===== config.mk =====
export PLATFORM = sky130hd
export DESIGN_NAME = serial_frame_parser_dual_sum_top
export DESIGN_NICKNAME = d
export VERILOG_FILES = /design/src/sv/sfpds_pkg.sv /design/src/sv/sfpds_parse.sv /design/src/sv/sfpds_outreg.sv /design/src/sv/serial_frame_parser_dual_sum_top.sv
export SDC_FILE = /design/constraint.sdc
export NUM_CORES = 1
export LEC_CHECK = 0
export ABC_AREA = 1
export BUFFER_PORTS_ARGS = -buffer_cell sky130_fd_sc_hd__buf_2
export CORE_UTILIZATION = 30
export DETAILED_ROUTE_END_ITERATION = 12
export GPL_TIMING_DRIVEN = 0
export PLACE_DENSITY_LB_ADDON = 0.15
export SYNTH_ARGS = -nofsm -noshare
export SYNTH_HDL_FRONTEND = slang
export SYNTH_SLANG_ARGS = --single-unit

===== constraint.sdc =====
create_clock -name clk -period 3.77 [get_ports clk]
set_clock_uncertainty 0.1 [all_clocks]
set_input_delay 1.131 -clock clk [delete_from_list [all_inputs] [get_ports clk]]
set_output_delay 1.131 -clock clk [all_outputs]
set_load 0.1 [all_outputs]

===== src/sv/sfpds_pkg.sv =====
// ----------------------------------------------------------------------------
// sfpds_pkg
// Shared types for the serial frame parser with dual running checksum.
// ----------------------------------------------------------------------------
`default_nettype none

package sfpds_pkg;

    localparam int BYTE_W  = 8;
    localparam int PHASE_W = 4;

    // One result item as it leaves the parser.
    typedef struct packed {
        logic              payload_strobe;
        logic [BYTE_W-1:0] payload_data;
        logic [BYTE_W-1:0] payload_index;
        logic              frame_good;
        logic              frame_bad;
        logic [BYTE_W-1:0] frame_type;
        logic [BYTE_W-1:0] frame_id;
        logic [BYTE_W-1:0] frame_length;
    } result_t;

endpackage

`default_nettype wire


===== src/sv/sfpds_parse.sv =====
// ----------------------------------------------------------------------------
// sfpds_parse
// Frame state machine and running sums; computes the result for one byte.
// ----------------------------------------------------------------------------
`default_nettype none

module sfpds_parse
(
    input  wire logic                          clk,
    input  wire logic                          rst_n,
    input  wire logic                          advance,
    input  wire logic [sfpds_pkg::BYTE_W-1:0]  rx_byte,
    output sfpds_pkg::result_t                 result
);

    localparam logic [sfpds_pkg::PHASE_W-1:0] PH_HUNT    = 4'd0;
    localparam logic [sfpds_pkg::PHASE_W-1:0] PH_ADDR    = 4'd1;
    localparam logic [sfpds_pkg::PHASE_W-1:0] PH_TYPE    = 4'd2;
    localparam logic [sfpds_pkg::PHASE_W-1:0] PH_ID      = 4'd3;
    localparam logic [sfpds_pkg::PHASE_W-1:0] PH_LEN     = 4'd4;
    localparam logic [sfpds_pkg::PHASE_W-1:0] PH_PAYLOAD = 4'd5;
    localparam logic [sfpds_pkg::PHASE_W-1:0] PH_CK_FLET = 4'd6;
    localparam logic [sfpds_pkg::PHASE_W-1:0] PH_CK_SUM  = 4'd7;
    localparam logic [sfpds_pkg::PHASE_W-1:0] PH_END     = 4'd8;

    localparam logic [7:0] START_BYTE = 8'hA5;
    localparam logic [7:0] ADDR_BYTE  = 8'h01;

    logic [sfpds_pkg::PHASE_W-1:0] phase_reg, phase_next;
    logic [7:0] type_reg, type_next;
    logic [7:0] id_reg, id_next;
    logic [7:0] len_reg, len_next;
    logic [7:0] pos_reg, pos_next;
    logic [7:0] sum_reg, sum_next;
    logic [7:0] flet_reg, flet_next;
    logic [7:0] rxflet_reg, rxflet_next;

    logic [7:0] sum_acc;
    logic [7:0] flet_acc;
    logic       last_payload;

    assign sum_acc      = sum_reg + rx_byte;
    assign flet_acc     = flet_reg + sum_acc;
    assign last_payload = ({1'b0, pos_reg} + 9'd1) >= {1'b0, len_reg};

    always_comb
    begin
        phase_next  = phase_reg;
        type_next   = type_reg;
        id_next     = id_reg;
        len_next    = len_reg;
        pos_next    = pos_reg;
        sum_next    = sum_reg;
        flet_next   = flet_reg;
        rxflet_next = rxflet_reg;

        result = '0;

        unique case (phase_reg)
            PH_ADDR:
            begin
                if (rx_byte == ADDR_BYTE)
                begin
                    sum_next   = sum_acc;
                    flet_next  = flet_acc;
                    phase_next = PH_TYPE;
                end
                else
                begin
                    phase_next = PH_HUNT;
                end
            end
            PH_TYPE:
            begin
                type_next  = rx_byte;
                sum_next   = sum_acc;
                flet_next  = flet_acc;
                phase_next = PH_ID;
            end
            PH_ID:
            begin
                id_next    = rx_byte;
                sum_next   = sum_acc;
                flet_next  = flet_acc;
                phase_next = PH_LEN;
            end
            PH_LEN:
            begin
                len_next   = rx_byte;
                sum_next   = sum_acc;
                flet_next  = flet_acc;
                pos_next   = '0;
                phase_next = (rx_byte == 8'd0) ? PH_CK_FLET : PH_PAYLOAD;
            end
            PH_PAYLOAD:
            begin
                sum_next              = sum_acc;
                flet_next             = flet_acc;
                result.payload_strobe = 1'b1;
                result.payload_data   = rx_byte;
                result.payload_index  = pos_reg;
                if (last_payload)
                begin
                    pos_next   = '0;
                    phase_next = PH_CK_FLET;
                end
                else
                begin
                    pos_next = pos_reg + 8'd1;
                end
            end
            PH_CK_FLET:
            begin
                rxflet_next = rx_byte;
                phase_next  = PH_CK_SUM;
            end
            PH_CK_SUM:
            begin
                if (rx_byte == sum_reg && rxflet_reg == flet_reg)
                    result.frame_good = 1'b1;
                else
                    result.frame_bad = 1'b1;
                phase_next = PH_END;
            end
            PH_END:
            begin
                phase_next = PH_HUNT;
            end
            default:
            begin
                // Hunting; unused phase codes behave the same way.
                if (rx_byte == START_BYTE)
                begin
                    sum_next   = rx_byte;
                    flet_next  = rx_byte;
                    phase_next = PH_ADDR;
                end
                else
                begin
                    phase_next = PH_HUNT;
                end
            end
        endcase

        result.frame_type   = type_next;
        result.frame_id     = id_next;
        result.frame_length = len_next;
    end

    always_ff @(posedge clk or negedge rst_n)
    begin
        if (!rst_n)
        begin
            phase_reg  <= PH_HUNT;
            type_reg   <= '0;
            id_reg     <= '0;
            len_reg    <= '0;
            pos_reg    <= '0;
            sum_reg    <= '0;
            flet_reg   <= '0;
            rxflet_reg <= '0;
        end
        else if (advance)
        begin
            phase_reg  <= phase_next;
            type_reg   <= type_next;
            id_reg     <= id_next;
            len_reg    <= len_next;
            pos_reg    <= pos_next;
            sum_reg    <= sum_next;
            flet_reg   <= flet_next;
            rxflet_reg <= rxflet_next;
        end
    end

endmodule

`default_nettype wire


===== src/sv/sfpds_outreg.sv =====
// ----------------------------------------------------------------------------
// sfpds_outreg
// Result register with valid and stall toward the downstream side.
// ----------------------------------------------------------------------------
`default_nettype none

module sfpds_outreg
(
    input  wire logic               clk,
    input  wire logic               rst_n,
    input  wire logic               load_valid,
    output logic                    load_ready,
    input  wire sfpds_pkg::result_t load_data,
    output logic                    out_valid,
    input  wire logic               out_stall,
    output sfpds_pkg::result_t      out_data
);

    logic               valid_reg;
    sfpds_pkg::result_t data_reg;

    // The register can take a new item when empty or when its item leaves now.
    assign load_ready = !valid_reg || !out_stall;
    assign out_valid  = valid_reg;
    assign out_data   = data_reg;

    always_ff @(posedge clk or negedge rst_n)
    begin
        if (!rst_n)
            valid_reg <= 1'b0;
        else if (load_ready)
            valid_reg <= load_valid;
    end

    always_ff @(posedge clk)
    begin
        if (load_ready && load_valid)
            data_reg <= load_data;
    end

endmodule

`default_nettype wire


===== src/sv/serial_frame_parser_dual_sum_top.sv =====
// ----------------------------------------------------------------------------
// serial_frame_parser_dual_sum_top
// Serial frame parser with Fletcher and sum checks over header and payload.
// ----------------------------------------------------------------------------
// Each accepted byte yields exactly one result item, and one byte can be taken
// every cycle while in_stall is low. A byte goes into an input register, the
// frame state machine and the two 8-bit running sums update from it, and the
// result lands in an output register that drives out_valid; while that register
// is full and out_stall is high, the byte waits in the input register.
// Payload bytes come out with payload_strobe and their index; the byte after
// the Fletcher byte raises frame_good or frame_bad. frame_type, frame_id and
// frame_length show the header of the current or last frame.
// ----------------------------------------------------------------------------
`default_nettype none

module serial_frame_parser_dual_sum_top
(
    input  wire logic       clk,
    input  wire logic       rst_n,
    input  wire logic       in_valid,
    output logic            in_stall,
    input  wire logic [7:0] rx_byte,
    output logic            out_valid,
    input  wire logic       out_stall,
    output logic            payload_strobe,
    output logic [7:0]      payload_data,
    output logic [7:0]      payload_index,
    output logic            frame_good,
    output logic            frame_bad,
    output logic [7:0]      frame_type,
    output logic [7:0]      frame_id,
    output logic [7:0]      frame_length
);

    logic       in_valid_reg;
    logic [7:0] in_byte_reg;
    logic       load_ready;
    logic       advance;

    sfpds_pkg::result_t core_result;
    sfpds_pkg::result_t out_data;

    assign advance  = in_valid_reg && load_ready;
    assign in_stall = in_valid_reg && !load_ready;

    always_ff @(posedge clk or negedge rst_n)
    begin
        if (!rst_n)
            in_valid_reg <= 1'b0;
        else if (!in_stall)
            in_valid_reg <= in_valid;
    end

    always_ff @(posedge clk)
    begin
        if (!in_stall && in_valid)
            in_byte_reg <= rx_byte;
    end

    sfpds_parse u_parse
    (
        .clk     (clk),
        .rst_n   (rst_n),
        .advance (advance),
        .rx_byte (in_byte_reg),
        .result  (core_result)
    );

    sfpds_outreg u_outreg
    (
        .clk        (clk),
        .rst_n      (rst_n),
        .load_valid (in_valid_reg),
        .load_ready (load_ready),
        .load_data  (core_result),
        .out_valid  (out_valid),
        .out_stall  (out_stall),
        .out_data   (out_data)
    );

    assign payload_strobe = out_data.payload_strobe;
    assign payload_data   = out_data.payload_data;
    assign payload_index  = out_data.payload_index;
    assign frame_good     = out_data.frame_good;
    assign frame_bad      = out_data.frame_bad;
    assign frame_type     = out_data.frame_type;
    assign frame_id       = out_data.frame_id;
    assign frame_length   = out_data.frame_length;

    a_verdict_exclusive: assert property (@(posedge clk) disable iff (!rst_n)
        out_valid |-> !(frame_good && frame_bad))
        else $error("frame_good and frame_bad both set");

    a_verdict_not_payload: assert property (@(posedge clk) disable iff (!rst_n)
        out_valid && (frame_good || frame_bad) |-> !payload_strobe)
        else $error("checksum verdict on a payload byte");

    a_index_in_range: assert property (@(posedge clk) disable iff (!rst_n)
        out_valid && payload_strobe |-> payload_index < frame_length)
        else $error("payload index beyond frame length");

    a_held_input: assert property (@(posedge clk) disable iff (!rst_n)
        in_valid_reg && !load_ready |=> in_valid_reg && $stable(in_byte_reg))
        else $error("input register lost a waiting item");

endmodule

`default_nettype wire


Word-level counts from Yosys, hierarchy flattened
Index checks and enable logic that the tools add are counted.

Bitwise operators: 1. $lt $le $gt $ge: 1. Reduce and logical (&&, ||, !) cells: 18. Equal/unequal tests: 14. Muxes and demuxes: 18. Add/sub/neg operators: 4.

Operator list (number): two-way mux 8 bit (7); case mux 8 bit (3 select lines) (2); case mux 4 bit (8 select lines) (1); two-way mux 17 bit (1); adder 8 bit (2); equality test 4 x 3 -> 1 bit (second input constant) (4); equality test 8 bit (2); case mux 8 bit (2 select lines) (1); adder 8 x 1 -> 9 bit (second input constant) (1); >= comparator 9 x 8 -> 1 bit (1); adder 8 x 1 -> 8 bit (second input constant) (1); equality test 4 x 2 -> 1 bit (second input constant) (2); equality test 8 x 1 -> 1 bit (second input constant) (1); equality test 8 bit (second input constant) (1); logical NOT 8 bit (1); AND reduction 2 bit (3); equality test 4 x 1 -> 1 bit (second input constant) (1); equality test 4 bit (second input constant) (1); logical AND 1 bit (4); logical NOT 1 bit (4); two-way mux 2 bit (2); two-way mux 4 bit (1); inequality test 2 x 1 -> 1 bit (second input constant) (2); AND reduction 4 bit (1); other kinds (7) (9).

Input bits: 12. Flip-flop bits (word level): 113.

Longest topological paths before layout
Depth after elaboration: 6. Mapped depth: 16. Gate-level depth less buffers: 16.

Hierarchy
A second synthesis with hierarchy kept.

Cell total of the unflattened synthesis: 608. Area, all modules: 5759.3 µm².

Modules (own cells, without submodules): sfpds_parse (area each 4121.5 µm², cells an instance 543, instances 1, seq. area each 1501.4 µm²); sfpds_outreg (area each 1332.5 µm², cells an instance 48, instances 1, seq. area each 1316.3 µm²); serial_frame_parser_dual_sum_top (area each 305.3 µm², cells an instance 17, instances 1, seq. area each 265.3 µm²).

Least setup slack after synthesis
Ideal clock, no wire load.

Path type: input-to-output. From: input out_stall. To: output in_stall. Cell stages on the path: 2. Arrival: 2516 ps. Path buffers: 0. Slack: 23 ps. Path through: nand2_1 -> nor2_1.

Longest elaborated chain between the ends: 4.

RTL lines: start: declaration (line serial_frame_parser_dual_sum_top.sv:24) `input wire logic out_stall,`; logical NOT 1 bit (line sfpds_outreg.sv:23) `assign load_ready = !valid_reg || !out_stall;`; logical OR 1 bit (line sfpds_outreg.sv:23); logical NOT 1 bit (line serial_frame_parser_dual_sum_top.sv:44) `assign in_stall = in_valid_reg && !load_ready;`; logical AND 1 bit (line serial_frame_parser_dual_sum_top.sv:44); end: declaration (line serial_frame_parser_dual_sum_top.sv:21) `output logic in_stall,`.

Every way passes these cells.

Worst setup path in the final report
Same ends and word-level chain as after synthesis.

==> summary.txt <==
Outcome
  – Run status: complete, but fails checks
  – Failing checks: DRC

Place
  – Gpl congestion: ~0.84
  – I/O Buffers: 56
  – Post-DP HPWL: about 9.6 mm
  – DP Area: about 0.0062 sq mm

Synthesis
  – Async set-reset flop share out of synthesis: 54.87%
  – Synth area leaders: dfrtp_1, edfxtp_1, nand2_1
  – Syn_nets: 643
  – Number of synthesized flops with an enable pin: 51
  – Post-synth top cells: nand2_1, dfrtp_1, inv_1
  – Post-synth top area share: 27.45%
  – Cell taking the most area after synthesis: dfrtp_1
  – Post-Syn Instances: 605
  – Syn avg cell area: 9.342 sq um
  – Most common cell in the netlist: nand2_1
  – Yosys warns: 0
  – Top_reg_cell synth: dfrtp_1
  – Flop and latch count out of synthesis: 113
  – Sequential area share after synthesis: 54.55%
  – Yosys cell types: 42
  – Syn Std Cell Area: about 0.0057 sq mm

STA
  – Fmax achieved: 326.2 MHz
  – Rel. slew slack: 43.02%
  – Slew @ Worst Pin: 0.8548 ns
  – Final Hold Viols: 0
  – Fin crit period: 3.066 ns
  – TNS Setup: 0 ns
  – Final-report setup violation count: 0
  – Crit share post-route: 81.32%
  – Slew Limit Fails: 0
  – RSZ-0062 raised after global routing: no

Layout
  – Post-route cell area: 0.006865 sq mm
  – Share of post-route cells with drive strength above 1: 17.87%
  – Nets: just over 700
  – Ant. Diodes: 0
  – Area growth, synth to finish: 21.47%
  – Filler cells: between 1,500 and 2,000
  – Max reg flops: 43

Clocking
  – Worst-case clock buffer depth: 2
  – CTS Hold Bufs: 0
  – CTS tree: yes
  – Worst skew pair latency: 0.42 ns
  – Number of buffers created by CTS: 17
  – Clock Pin Slew Worst Setup and Hold Paths: 0.05 ns
  – CTS Root Cell: clkbuf_16
  – Post_cts resized: 0
  – H-tree depth: 4
  – Buffer count from post-CTS setup fixing: 0
  – TritonCTS sink count: 113

Floorplan
  – Die height: 139.3 microns
  – Die area: 0.01939 sq mm
  – Starting density of the core: between 30% and 40%
  – Die X: 139.3 microns
  – Num ports: 57
  – Row count: 49
  – Core area: 0.01821 sq mm

Route
  – Wire length on met1: 6.231 mm
  – Metal3 WL: 579 microns
  – Initial DRC count: 219
  – Wire length on met2: ~6.5 mm
  – Vias/cell: ~4.6
  – DRC violations left: 5
  – Post-route ant nets: 0
  – Top layer used by detailed routing: met4
  – Post-Route WL: 13.48 mm
  – Average wire per standard cell: between 10 and 15 microns
  – DR vias: 4,281
  – DRT Pass-1 Iters: 10

GRT
  – Initial antenna violation count: 0
  – Largest net degree at the start of global routing: 63
  – Grt ovf: 0
  – Vias in the first global route: 4,387
  – Global-route wire length before repair: about 23 mm
  – Total GRT Usage: 15.44%

Power
  – Psw: roughly 1.3 mW
  – Seq pwr share: 35.8%
  – Clock network fraction of total power: 42.2%
  – Power Internal: 2.746 mW
  – Sw Ratio: 31.62%
  – Power Density: 584.9 mW/mm^2
  – Pleak: between 3 and 4 nW
  – Peak VDD IR: 388.3 uV
  – Combinational Power Share: 22.0%

Worst setup path
  – CP endpoint kind: output pin
  – CP arrival: 1.83 ns
  – Crit Path Class: in2out
  – Crit path launch type: input pin
  – Crit path max fanout: 3
  – Worst EP required: approximately 2.5 ns

Job
  – Max-cap violations: 0

Min path
  – Hold Crit Class: reg2reg
[power by group through the flow]
stage	clock network (mW)	logic (mW)	registers, mW
2_1_floorplan	0	0.413	1.76
3_5_place_dp	0	0.890	1.46
4_1_cts	1.73	0.894	1.44
6_report	1.69	0.884	1.44
5_1_grt	1.79	0.980	1.45
3_3_place_gp	0	0.877	1.46
[per-stage QoR]
stage,total power [mW],cells,hold WS [ns],worst slack (ns),util (%)
6_report,4.016,923,0.3771,0.7043,37.70
2_1_floorplan,2.172,605,0.3440,0.02294,-
3_3_place_gp,2.340,890,0.3527,-0.6136,34.15
3_5_place_dp,2.351,891,0.3652,0.6976,34.28
5_1_grt,4.222,923,0.4031,0.6156,37.70
4_1_cts,4.067,923,0.3801,0.6932,37.70
[cells in the final DEF (no fill, tap or decap), types with 8 or more instances in the layout]
cell type	netlist	routed
nand2_1	183	183
inv_1	62	62
nand3_1	33	33
clkbuf_16	0	17
xor2_1	11	11
dfrtp_1	62	62
buf_2	5	61
edfxtp_1	51	51
nor2_1	32	32
xnor2_1	8	8
ha_1	24	24
o21ai_0	44	44
a21oi_1	18	18
[routing by layer]
layer | up-vias | GRT usage, %
met2 | 81 | 25.44
met5 | - | 0
met3 | 13 | 3.579
li1 | 2141 | -
met4 | 0 | 6.257
met1 | 2046 | 19.53
[area by class of cell]
cell class / instances / area, sq um / area share, %
sequential: 113 / 3083 / 44.91
multi-input combinational: 408 / 2226 / 32.42
clock buffer: 22 / 464.2 / 6.761
timing repair buffer: 57 / 302.8 / 4.410
tap: 229 / 286.5 / 4.174
inverter: 70 / 267.8 / 3.900
clock inverter: 10 / 158.9 / 2.315
buffer: 14 / 76.32 / 1.112
[critical path: stages]
cell and delay [ns]:
buf_2 0.08, nand2_1 0.07, nor2_1 0.12, buf_2 0.44
[worst paths after layout]
| path | start | end | slack, ns | cells past startpoint |
|---|---|---|---|---|
| setup reg to reg | in_byte_reg[0] | u_parse.flet_reg[7] | 0.88 | 13 |
| max in group asynchronous | rst_n | u_parse.flet_reg[3] | 2.28 | 1 |
| setup / recovery | out_stall | in_stall | 0.70 | 4 |
| min in group asynchronous | rst_n | u_parse.id_reg[1] | 0.72 | 1 |
| hold reg to reg | u_parse.id_reg[4] | u_parse.id_reg[4] | 0.38 | 2 |
| hold / removal | u_parse.id_reg[4] | u_parse.id_reg[4] | 0.38 | 2 |
[cell families (layout without fill, tap and decap cells)]
kind of cell               after synthesis  after routing  share of synthesized area (%)
buffers and inverters                   84            173                          6.066
DFF                                    113            113                          54.55
adders and majority gates               26             26                          6.022
and+or+nand+nor                        275            275                          21.08
AOI/OAI and AO/OA                       88             88                          9.343
xor gates and xnor gates                19             19                          2.944
Note: power is estimated with default switching activity, not from simulation.
